## src/rtl/etach_pkg.sv

```systemverilog
// ----------------------------------------------------------------------------
// Edge interval tachometer package
// Word types, register indexes, reset values and the control word format
// shared by the sequencer and the datapath.
// ----------------------------------------------------------------------------
package etach_pkg;

	localparam int LOCKOUT_W = 20;
	localparam int SCALE_W   = 32;
	localparam int LIMIT_W   = 16;
	localparam int RPM_W     = 16;
	localparam int COUNT_W   = 32;
	localparam int CFG_IDX_W = 2;
	localparam int CFG_DATA_W = 32;
	localparam int QUO_W     = SCALE_W;
	localparam int ITER_W    = $clog2(QUO_W);

	localparam logic [LOCKOUT_W-1:0] LOCKOUT_RESET = 20'd5000;
	localparam logic [SCALE_W-1:0]   SCALE_RESET   = 32'd15000000;
	localparam logic [LIMIT_W-1:0]   LIMIT_RESET   = 16'd3600;

	typedef enum logic [CFG_IDX_W-1:0] {
		REG_LOCKOUT = 2'd0,
		REG_SCALE   = 2'd1,
		REG_LIMIT   = 2'd2
	} cfg_reg_t;

	typedef struct packed {
		logic pin_level;
		logic read_request;
	} tick_t;

	typedef struct packed {
		logic [RPM_W-1:0]   rpm;
		logic [COUNT_W-1:0] edge_total;
		logic               edge_seen;
	} result_t;

	typedef enum logic [2:0] {
		STEP_IDLE,
		STEP_EDGE,
		STEP_SPAN,
		STEP_DIV,
		STEP_CLAMP,
		STEP_OUT
	} step_t;

	typedef enum logic [1:0] {
		HOLD_NONE,
		HOLD_TICK,
		HOLD_DIV,
		HOLD_RESULT
	} hold_t;

	typedef enum logic [1:0] {
		JMP_NEVER,
		JMP_ALWAYS,
		JMP_NO_READ
	} jump_t;

	typedef struct packed {
		logic  take_in;
		logic  op_edge;
		logic  op_div_load;
		logic  op_div_step;
		logic  op_clamp;
		logic  op_out;
		hold_t hold;
		jump_t jump;
		step_t target;
	} ctrl_t;

	typedef struct packed {
		logic tick_valid;
		logic read_pending;
		logic div_last;
		logic result_busy;
	} status_t;

endpackage

```

## src/rtl/etach_seq.sv

```systemverilog
// ----------------------------------------------------------------------------
// Edge interval tachometer sequencer
// Step counter and control store; each step issues one control word and
// either holds, jumps or falls through to the next step.
// ----------------------------------------------------------------------------
module etach_seq import etach_pkg::*; (
	input  logic    clk,
	input  logic    arst_n,
	input  status_t status,
	output ctrl_t   ctrl
);

	step_t step_q;
	step_t step_next;
	logic  hold_now;
	logic  jump_now;

	always_comb begin
		ctrl = '{take_in: 1'b0, op_edge: 1'b0, op_div_load: 1'b0, op_div_step: 1'b0,
			op_clamp: 1'b0, op_out: 1'b0, hold: HOLD_NONE, jump: JMP_NEVER,
			target: STEP_IDLE};
		unique case (step_q)
			STEP_IDLE: begin
				ctrl.take_in = 1'b1;
				ctrl.hold    = HOLD_TICK;
			end
			STEP_EDGE: begin
				ctrl.op_edge = 1'b1;
				ctrl.jump    = JMP_NO_READ;
				ctrl.target  = STEP_IDLE;
			end
			STEP_SPAN: begin
				ctrl.op_div_load = 1'b1;
			end
			STEP_DIV: begin
				ctrl.op_div_step = 1'b1;
				ctrl.hold        = HOLD_DIV;
			end
			STEP_CLAMP: begin
				ctrl.op_clamp = 1'b1;
			end
			STEP_OUT: begin
				ctrl.op_out = 1'b1;
				ctrl.hold   = HOLD_RESULT;
				ctrl.jump   = JMP_ALWAYS;
				ctrl.target = STEP_IDLE;
			end
			default: begin
				ctrl.jump   = JMP_ALWAYS;
				ctrl.target = STEP_IDLE;
			end
		endcase
	end

	always_comb begin
		unique case (ctrl.hold)
			HOLD_NONE:   hold_now = 1'b0;
			HOLD_TICK:   hold_now = !status.tick_valid;
			HOLD_DIV:    hold_now = !status.div_last;
			HOLD_RESULT: hold_now = status.result_busy;
			default:     hold_now = 1'b0;
		endcase
		unique case (ctrl.jump)
			JMP_NEVER:   jump_now = 1'b0;
			JMP_ALWAYS:  jump_now = 1'b1;
			JMP_NO_READ: jump_now = !status.read_pending;
			default:     jump_now = 1'b0;
		endcase
		if (hold_now) begin
			step_next = step_q;
		end else if (jump_now) begin
			step_next = ctrl.target;
		end else begin
			step_next = step_t'(step_q + 3'd1);
		end
	end

	always_ff @(posedge clk or negedge arst_n) begin
		if (!arst_n) begin
			step_q <= STEP_IDLE;
		end else begin
			step_q <= step_next;
		end
	end

endmodule

```

## src/rtl/etach_dp.sv

```systemverilog
// ----------------------------------------------------------------------------
// Edge interval tachometer datapath
// Configuration registers, time base, edge state, a one bit per cycle
// restoring divider, the clamp and the result register.
// ----------------------------------------------------------------------------
module etach_dp import etach_pkg::*; #(
	parameter int TIME_WIDTH = 32,
	parameter int RPM_WIDTH  = 16
) (
	input  logic                  clk,
	input  logic                  arst_n,
	input  ctrl_t                 ctrl,
	output status_t               status,
	input  logic                  tick_valid,
	input  tick_t                 tick_word,
	output logic                  result_valid,
	input  logic                  result_stall,
	output result_t               result_word,
	input  logic                  cfg_valid,
	input  logic [CFG_IDX_W-1:0]  cfg_index,
	input  logic [CFG_DATA_W-1:0] cfg_data
);

	localparam int CMP_W = (TIME_WIDTH > LOCKOUT_W) ? TIME_WIDTH : LOCKOUT_W;
	localparam logic [RPM_W-1:0] RPM_MAX = RPM_W'((64'd1 << RPM_WIDTH) - 64'd1);

	logic [LOCKOUT_W-1:0]  lockout_q;
	logic [SCALE_W-1:0]    scale_q;
	logic [LIMIT_W-1:0]    limit_q;

	logic [TIME_WIDTH-1:0] time_q;
	logic [TIME_WIDTH-1:0] tick_time_q;
	logic [TIME_WIDTH-1:0] last_edge_q;
	logic [TIME_WIDTH-1:0] last_interval_q;
	logic [COUNT_W-1:0]    count_q;
	logic                  sensor_q;
	logic                  prev_q;
	logic                  primed_q;
	logic                  any_edge_q;
	logic                  pin_q;
	logic                  read_q;

	logic [TIME_WIDTH-1:0] divisor_q;
	logic [TIME_WIDTH-1:0] rem_q;
	logic [QUO_W-1:0]      quo_q;
	logic [ITER_W-1:0]     iter_q;
	logic [RPM_W-1:0]      rpm_q;
	logic                  result_valid_q;
	result_t               result_q;

	logic [TIME_WIDTH-1:0] elapsed;
	logic                  lockout_over;
	logic [TIME_WIDTH-1:0] span;
	logic [TIME_WIDTH:0]   rem_shift;
	logic [TIME_WIDTH:0]   rem_diff;
	logic                  quo_bit;
	logic [RPM_W-1:0]      cap;
	logic                  tick_accept;
	logic                  result_load;

	assign tick_accept = tick_valid && ctrl.take_in;
	assign result_load = ctrl.op_out && !status.result_busy;

	assign elapsed      = tick_time_q - last_edge_q;
	assign lockout_over = CMP_W'(elapsed) > CMP_W'(lockout_q);
	assign span         = (elapsed > last_interval_q) ? elapsed : last_interval_q;

	assign rem_shift = {rem_q, quo_q[QUO_W-1]};
	assign rem_diff  = rem_shift - {1'b0, divisor_q};
	assign quo_bit   = !rem_diff[TIME_WIDTH];

	assign cap = (RPM_W'(limit_q) > RPM_MAX) ? RPM_MAX : RPM_W'(limit_q);

	assign status.tick_valid   = tick_valid;
	assign status.read_pending = read_q;
	assign status.div_last     = iter_q == ITER_W'(QUO_W - 1);
	assign status.result_busy  = result_valid_q && result_stall;

	assign result_valid = result_valid_q;
	assign result_word  = result_q;

	always_ff @(posedge clk or negedge arst_n) begin
		if (!arst_n) begin
			lockout_q <= LOCKOUT_RESET;
			scale_q   <= SCALE_RESET;
			limit_q   <= LIMIT_RESET;
		end else if (cfg_valid) begin
			case (cfg_index)
				REG_LOCKOUT: lockout_q <= cfg_data[LOCKOUT_W-1:0];
				REG_SCALE:   scale_q   <= cfg_data[SCALE_W-1:0];
				REG_LIMIT:   limit_q   <= cfg_data[LIMIT_W-1:0];
				default: begin
				end
			endcase
		end
	end

	always_ff @(posedge clk or negedge arst_n) begin
		if (!arst_n) begin
			time_q          <= '0;
			last_edge_q     <= '0;
			last_interval_q <= '0;
			count_q         <= '0;
			sensor_q        <= 1'b0;
			prev_q          <= 1'b0;
			primed_q        <= 1'b0;
			any_edge_q      <= 1'b0;
			read_q          <= 1'b0;
		end else begin
			if (tick_accept) begin
				read_q <= tick_word.read_request;
			end
			if (ctrl.op_edge) begin
				time_q <= time_q + 1'b1;
				prev_q <= pin_q;
				if (!primed_q) begin
					sensor_q <= pin_q;
					primed_q <= 1'b1;
				end else if (pin_q != prev_q && pin_q != sensor_q && lockout_over) begin
					sensor_q        <= !sensor_q;
					last_interval_q <= elapsed;
					last_edge_q     <= tick_time_q;
					count_q         <= count_q + 1'b1;
					any_edge_q      <= 1'b1;
				end
			end
		end
	end

	always_ff @(posedge clk) begin
		if (tick_accept) begin
			pin_q       <= tick_word.pin_level;
			tick_time_q <= time_q;
		end
		if (ctrl.op_div_load) begin
			divisor_q <= span;
			rem_q     <= '0;
			quo_q     <= scale_q;
			iter_q    <= '0;
		end else if (ctrl.op_div_step) begin
			rem_q  <= quo_bit ? rem_diff[TIME_WIDTH-1:0] : rem_shift[TIME_WIDTH-1:0];
			quo_q  <= {quo_q[QUO_W-2:0], quo_bit};
			iter_q <= iter_q + 1'b1;
		end
		if (ctrl.op_clamp) begin
			if (!any_edge_q) begin
				rpm_q <= '0;
			end else if (quo_q > QUO_W'(cap)) begin
				rpm_q <= cap;
			end else begin
				rpm_q <= quo_q[RPM_W-1:0];
			end
		end
		if (result_load) begin
			result_q <= '{rpm: rpm_q, edge_total: count_q, edge_seen: any_edge_q};
		end
	end

	always_ff @(posedge clk or negedge arst_n) begin
		if (!arst_n) begin
			result_valid_q <= 1'b0;
		end else if (result_load) begin
			result_valid_q <= 1'b1;
		end else if (!result_stall) begin
			result_valid_q <= 1'b0;
		end
	end

endmodule

```

## src/rtl/edge_interval_tachometer.sv

```systemverilog
// ----------------------------------------------------------------------------
// Edge interval tachometer
// Each tick word is one microsecond of sensor pin; a read request returns the
// speed as scale over the larger of last interval and time since last edge.
// ----------------------------------------------------------------------------
// A tick word runs the idle and edge steps; a read request adds the span,
// divide (32 iterations of the one bit per cycle divider), clamp and output
// steps, output holding while the previous result waits in the output
// register. The next tick word is taken while a result waits to be read.
// Configuration writes are always ready and apply on the next cycle.
module edge_interval_tachometer import etach_pkg::*; #(
	parameter int TIME_WIDTH = 32,
	parameter int RPM_WIDTH  = 16
) (
	input  logic                  clk,
	input  logic                  arst_n,
	input  logic                  tick_valid,
	output logic                  tick_stall,
	input  tick_t                 tick_word,
	output logic                  result_valid,
	input  logic                  result_stall,
	output result_t               result_word,
	input  logic                  cfg_valid,
	output logic                  cfg_ready,
	input  logic [CFG_IDX_W-1:0]  cfg_index,
	input  logic [CFG_DATA_W-1:0] cfg_data
);

	ctrl_t   ctrl;
	status_t status;

	assign tick_stall = !ctrl.take_in;
	assign cfg_ready  = 1'b1;

	etach_seq u_seq (
		.clk    (clk),
		.arst_n (arst_n),
		.status (status),
		.ctrl   (ctrl)
	);

	etach_dp #(
		.TIME_WIDTH (TIME_WIDTH),
		.RPM_WIDTH  (RPM_WIDTH)
	) u_dp (
		.clk          (clk),
		.arst_n       (arst_n),
		.ctrl         (ctrl),
		.status       (status),
		.tick_valid   (tick_valid),
		.tick_word    (tick_word),
		.result_valid (result_valid),
		.result_stall (result_stall),
		.result_word  (result_word),
		.cfg_valid    (cfg_valid && cfg_ready),
		.cfg_index    (cfg_index),
		.cfg_data     (cfg_data)
	);

endmodule

```

## config.mk

```make
export PLATFORM = sky130hd
export DESIGN_NAME = edge_interval_tachometer
export DESIGN_NICKNAME = d
export VERILOG_FILES = /design/src/rtl/etach_pkg.sv /design/src/rtl/etach_seq.sv /design/src/rtl/etach_dp.sv /design/src/rtl/edge_interval_tachometer.sv
export SDC_FILE = /design/constraint.sdc
export NUM_CORES = 1
export LEC_CHECK = 0
export BUFFER_PORTS_ARGS = -buffer_cell sky130_fd_sc_hd__buf_4
export CAP_MARGIN = 10
export CORE_MARGIN = 2
export CORE_UTILIZATION = 65
export CTS_CLUSTER_DIAMETER = 200
export CTS_CLUSTER_SIZE = 40
export DETAILED_ROUTE_END_ITERATION = 8
export PLACE_DENSITY = 0.92
export SLEW_MARGIN = 5
export SYNTH_ARGS = -nofsm -noshare
export SYNTH_HDL_FRONTEND = slang
export SYNTH_SLANG_ARGS = --single-unit
```

## constraint.sdc

```tcl
create_clock -name clk -period 12.9 [get_ports clk]
set_input_delay 1.935 -clock clk [delete_from_list [all_inputs] [get_ports clk]]
set_output_delay 1.935 -clock clk [all_outputs]
set_load 0.05 [all_outputs]
```

Word level (Yosys, flattened, before mapping)
Index checks and enable logic that the tools add are counted.
{"block": "word_totals", "regBits": 404, "in_bits": 41, "output_inout_bits": 52}
{"block": "classes", "n_addsub": 6, "magnitude_cmp": 4, "eq_ne": 17, "n_mux": 21, "n_reduce_logical": 22}
{"operator": "two-way mux 32 bit", "n": 4}
{"operator": "adder 32 x 1 -> 32 bit (second input constant)", "n": 2}
{"operator": "subtractor 33 x 32 -> 33 bit", "n": 1}
{"operator": "greater-than comparator 32 x 16 -> 1 bit", "n": 1}
{"operator": "greater-than comparator 32 x 20 -> 1 bit", "n": 1}
{"operator": "greater-than comparator 32 bit", "n": 1}
{"operator": "two-way mux 16 bit", "n": 2}
{"operator": "subtractor 32 bit", "n": 1}
{"operator": "greater-than comparator 16 bit (second input constant)", "n": 1}
{"operator": "two-way mux 1 bit", "n": 10}
{"operator": "one-hot mux 5 bit (2 select lines)", "n": 1}
{"operator": "== test 2 bit (second input constant)", "n": 4}
{"operator": "AND reduction 2 bit", "n": 4}
{"operator": "zero test 1 bit", "n": 7}
{"operator": "== test 2 x 1 -> 1 bit (second input constant)", "n": 3}
{"operator": "== test 3 x 2 -> 1 bit (second input constant)", "n": 2}
{"operator": "== test 3 bit (second input constant)", "n": 2}
{"operator": "one-hot mux 2 bit (3 select lines)", "n": 1}
{"operator": "adder 5 x 1 -> 5 bit (second input constant)", "n": 1}
{"operator": "== test 5 bit (second input constant)", "n": 1}
{"operator": "logical AND 1 bit", "n": 5}
{"operator": "zero test 2 bit", "n": 2}
{"operator": "one-hot mux 1 bit (4 select lines)", "n": 1}
{"operator": "OR reduction 4 bit", "n": 1}
{"operator": "10 further kinds", "n": 11}

Longest topological paths before layout
{"block": "depth", "depth_word": 6, "ltp_mapped": 25}

Cells and area by module
Synthesis repeated with hierarchy kept, for this count alone.
{"block": "hier_totals", "hier_cells": 1933, "hier_area_um2": 21323.0}
{"mod": "etach_dp", "n_inst": 1, "cells_per_inst": 1885, "area_per_inst_um2": 20967.6, "seq_area_each_um2": 10684.0}
{"mod": "etach_seq", "n_inst": 1, "cells_per_inst": 45, "area_per_inst_um2": 340.3, "seq_area_each_um2": 75.1}
{"mod": "edge_interval_tachometer", "n_inst": 1, "cells_per_inst": 3, "area_per_inst_um2": 15.0, "seq_area_each_um2": 0.0}

Worst setup path before layout
No wires, ideal clock.
{"block": "synth_timing", "kind": "input-to-reg", "from": "input result_stall", "to": "register u_dp.result_q (netlist bit u_dp.result_word[0]) (enable)", "setup_ps": 472, "arrival_ps": 4351, "path_slack_ps": 8078, "cell_stages": 1, "path_cell_list": "a21oi_1"}
{"block": "synth_between", "elab_chain_cells": 3}
{"item": "start: declaration", "line_no": "edge_interval_tachometer.sv:21", "source": "input logic result_stall,"}
{"item": "logical AND 1 bit", "line_no": "etach_dp.sv:77", "source": "assign status.result_busy = result_valid_q && result_stall;"}
{"item": "zero test 1 bit", "line_no": "etach_dp.sv:62", "source": "assign result_load = ctrl.op_out && !status.result_busy;"}
{"item": "logical AND 1 bit", "line_no": "etach_dp.sv:62"}
{"item": "end signal: assignment", "line_no": "etach_dp.sv:155", "source": "result_q <= '{rpm: rpm_q, edge_total: count_q, edge_seen: any_edge_q};"}
{"item": "end: declaration", "line_no": "etach_dp.sv:49", "source": "result_t result_q;"}
No other way between the ends.
A chain may end at the register's enable or synchronous reset.

Worst setup path after layout
{"block": "layout_timing", "from": "register u_dp.tick_time_q[0]", "to": "register u_dp.last_edge_q[31]"}
{"block": "layout_between", "elab_chain_cells": 4}
{"item": "start: declaration", "line_no": "etach_dp.sv:32", "source": "logic [TIME_WIDTH-1:0] tick_time_q;"}
{"item": "start signal: assignment", "line_no": "etach_dp.sv:133", "source": "tick_time_q <= time_q;"}
{"item": "subtractor 32 bit", "line_no": "etach_dp.sv:64", "source": "assign elapsed = tick_time_q - last_edge_q;"}
{"item": "net u_dp.elapsed[14]", "line_no": "etach_dp.sv:51", "source": "logic [TIME_WIDTH-1:0] elapsed;"}
{"item": "greater-than comparator 32 x 20 -> 1 bit", "line_no": "etach_dp.sv:65", "source": "assign lockout_over = CMP_W'(elapsed) > CMP_W'(lockout_q);"}
{"item": "logical AND 1 bit", "line_no": "etach_dp.sv:119", "source": "end else if (pin_q != prev_q && pin_q != sensor_q && lockout_over) begin"}
{"item": "AND reduction 3 bit (no source line)"}
{"item": "end signal: assignment", "line_no": "etach_dp.sv:122", "source": "last_edge_q <= tick_time_q;"}
{"item": "end: declaration", "line_no": "etach_dp.sv:33", "source": "logic [TIME_WIDTH-1:0] last_edge_q;"}
The timed path passes the listed nets, and every way through them passes these cells.

==> results.py <==
metrics = {
    "final_layout": {
        "nFillCells": 2117,
        "drive_gt1_share_pct": 12.2,
        "nets": 2270,
        "area_delta_synth_final_pct": 7.10,
        "seq_area_um2": 10800,
        "final_cells": 2529,
        "multiInputGateArea_um2": 9480,
        "diodes": 0,
        "post-route-util_pct": 71.1,
    },
    "yosys": {
        "yosysSeqAreaShare_pct": 51.0,
        "ys_top_cells_by_area": "edfxtp_1, dfrtp_1, ha_1, nand2_1, mux2_2",
        "synth_edf_count": 162,
        "netlist_instances": 2035,
        "ys_async_sr_fraction_pct": 50.7,
        "syn-num-nets": 2218,
        "avgSynthCellArea_um2": 10.4,
        "yosysMostFrequentCell": "nand2_1",
        "synth.distinct_cells": 79,
        "yosysWarnings": 0,
        "synth_top_cell_area_share_pct": 23.0,
        "synth_area_um2": 21100,
        "yosys-top-cells-count": "nand2_1, dfrtp_1, o21ai_0",
        "synth-seq-cells": 404,
        "ys.flop_type": "dfrtp_1",
        "synth_top_cell_by_area": "edfxtp_1",
    },
    "floorplanning": {
        "fp-row-count": 65,
        "die_w_um": 184,
        "core_area_um2": 31800,
        "die_area_um2": 33900,
        "start_util_pct": 66.4,
        "die_h_um": 184,
        "io_pins": 93,
    },
    "drt": {
        "drc": 0,
        "wl_per_cell_um": 18.3,
        "routed_wl_um": 46300,
        "antenna_left": 0,
        "dr_total_vias": 15500,
        "drt-initial-drc-count": 1683,
        "vias_per_cell": 6.13,
        "dr.pass1.iters": 6,
    },
    "placement": {
        "io_buffers": 91,
        "hpwl_um": 33000,
        "dp_cells": 2506,
        "gp_congestion": 0.916,
        "dp_slack_ns": 6.75,
    },
    "critical_path": {
        "crit_buf_inv": 3,
        "critPathRequiredTime_ns": 13.33,
        "cp_cell_sequence": "inv_1 > ha_1 > inv_1 > fa_1 > a211oi_1 > o211ai_1 > nand2_1 > o21a_1 > o21ai_0 > a21o_1 > a21oi_1 > xnor2_1 > ha_1 > nand3_1 > nor3_1 > o31ai_1 > a21oi_1 > nor4_1 > and4_1 > nor3_4 > buf_4 > mux2_1",
        "cp_slowest_cell": "buf_4",
        "start_kind": "flop",
        "end_kind": "flop",
        "critPathMaxFanout": 126,
        "arrival_ns": 6.76,
        "slowest_delay_ns": 0.89,
        "crit_family": "compound AO/OA/AOI/OAI gates",
        "crit_type": "reg2reg",
    },
    "clocking": {
        "h-tree-depth": 1,
        "cts_root_buffer": "clkbuf_16",
        "cts_resized": 0,
        "worst_skew_pair.late_latency_ns": 0.54,
        "clock-sinks": 404,
        "cts.reportedPaths.clkPinSlew_ns": 0.14,
        "cts_setup_buffers": 0,
        "numCtsBuffers": 14,
        "cts_tree": "built",
        "hold_buffers": 0,
        "cts_buffer_depth": 3,
    },
    "timing": {
        "fin_hold_ws_ns": 0.441,
        "worst_pin_slew_ns": 1.18,
        "fin_crit_sh_pct": 49.1,
        "finalSetupViolations": 0,
        "fmax_mhz": 158,
        "worst_slack_ns": 6.57,
        "finalHoldViolCount": 0,
        "relSlewSlack_pct": 21.4,
        "rsz0062_at_grt": "false",
        "timing.final.max_slew_violations": 0,
        "skew_ns": 0.0696,
        "setup_tns_ns": 0,
        "fin_crit_ns": 6.33,
    },
    "global_route": {
        "grt_max_degree": 127,
        "antenna_found_initial": 0,
        "grt_pass1_wl_um": 75900,
        "grt_use_total_pct": 27.5,
        "grt_overflow_total": 0,
        "grt_pass1_vias": 15600,
    },
    "run": {
        "maxCapViolations": 0,
    },
    "run_status": {
        "status": "finished, final reports clean",
    },
    "power_and_ir_drop": {
        "p_per_area_nw_per_um2": 261,
        "ir_drop_mv": 0.140,
        "p_leak_nw": 9.85,
    },
    "hold_path": {
        "hold_path.class": "reg2reg",
    },
}
==> metrics by stage <==
step / cell area [µm²] / total power, mW
6_report: 22600 / 5.89
2_1_floorplan: 21100 / 4.39
4_1_cts: 22600 / 5.83
3_5_place_dp: 22200 / 5.20
5_1_grt: 22600 / 6.30
3_3_place_gp: 22200 / 4.99
==> logic make-up (layout without fill, tap and decap cells) <==
kind of cell    Yosys count  in the layout  share of synthesized area, %
flops                   404            404                          51.0
simple gates            617            617                          13.7
other cells               1              1                        0.0178
mux                     115            115                          5.97
compound gates          425            425                          12.3
buf+inv                 226            285                          4.22
xor+xnor                105            105                          4.36
fa+ha+maj               142            142                          8.49
==> power by group <==
| group | internal, mW | leakage [nW] | switching (mW) |
|---|---|---|---|
| registers | 1.77 | 4.39 | 0.202 |
| logic | 1.34 | 5.26 | 1.97 |
| clock network | 0.225 | 0.205 | 0.382 |
| total | 3.34 | 9.85 | 2.55 |
==> per-layer routing <==
layer	vias to the layer above	track usage [%]	routed length, µm
met5	-	0	0
met4	0	8.74	1260
met3	104	3.14	2580
met2	532	47.0	22900
met1	7611	37.1	19600
li1	7263	-	-
==> worst paths after layout <==
kind / start / to / slack [ns] / cells past startpoint
setup reg to reg: u_dp.tick_time_q[0] / u_dp.last_edge_q[31] / 6.57 / 22
min in group asynchronous: arst_n / u_dp.count_q[5] / 1.37 / 1
hold / removal: u_dp.rpm_q[0] / u_dp.result_word[33] / 0.44 / 0
setup / recovery: u_dp.tick_time_q[0] / u_dp.last_edge_q[31] / 6.57 / 22
max in group asynchronous: arst_n / u_dp.scale_q[29] / 9.25 / 3
hold reg to reg: u_dp.rpm_q[0] / u_dp.result_word[33] / 0.44 / 0
==> cell usage in the layout (no fill, tap or decap), drive strengths merged, types with 14 or more instances in the layout <==
cell      n
a21o     45
nor3     41
dfstp    19
dfxtp    37
and3     16
clkbuf   23
nand3    56
a211oi   19
xor2     46
xnor2    59
edfxtp  162
a21oi    90
buf     105
nand4    35
nand2   277
o21a     17
nor2     95
o21ai   173
ha      140
nor2b    14
inv     156
dfrtp   186
and2     14
mux2     87
mux2i    28
==> cell type report <==
class	instances	area share [%]
clock buffers	22	1.78
multi-input cells	1405	41.9
repair buffers	106	3.55
well taps	435	2.41
flip-flops and latches	404	47.6
clock inverters	1	0.133
inverters	156	2.59
==> sequential cells by signal, summed over array words and instances, names as in the netlist, 3 cells and up <==
register,flops
u_dp.count_q,32
u_dp.divisor_q,32
u_dp.iter_q,5
u_dp.last_edge_q,32
u_dp.last_interval_q,32
u_dp.limit_q,16
u_dp.lockout_q,20
u_dp.quo_q,32
u_dp.rem_q,32
u_dp.result_word,49
u_dp.rpm_q,16
u_dp.scale_q,32
u_dp.tick_time_q,32
u_dp.time_q,32
u_seq.step_q,3
No activity file was read; power rests on OpenSTA's default activity.
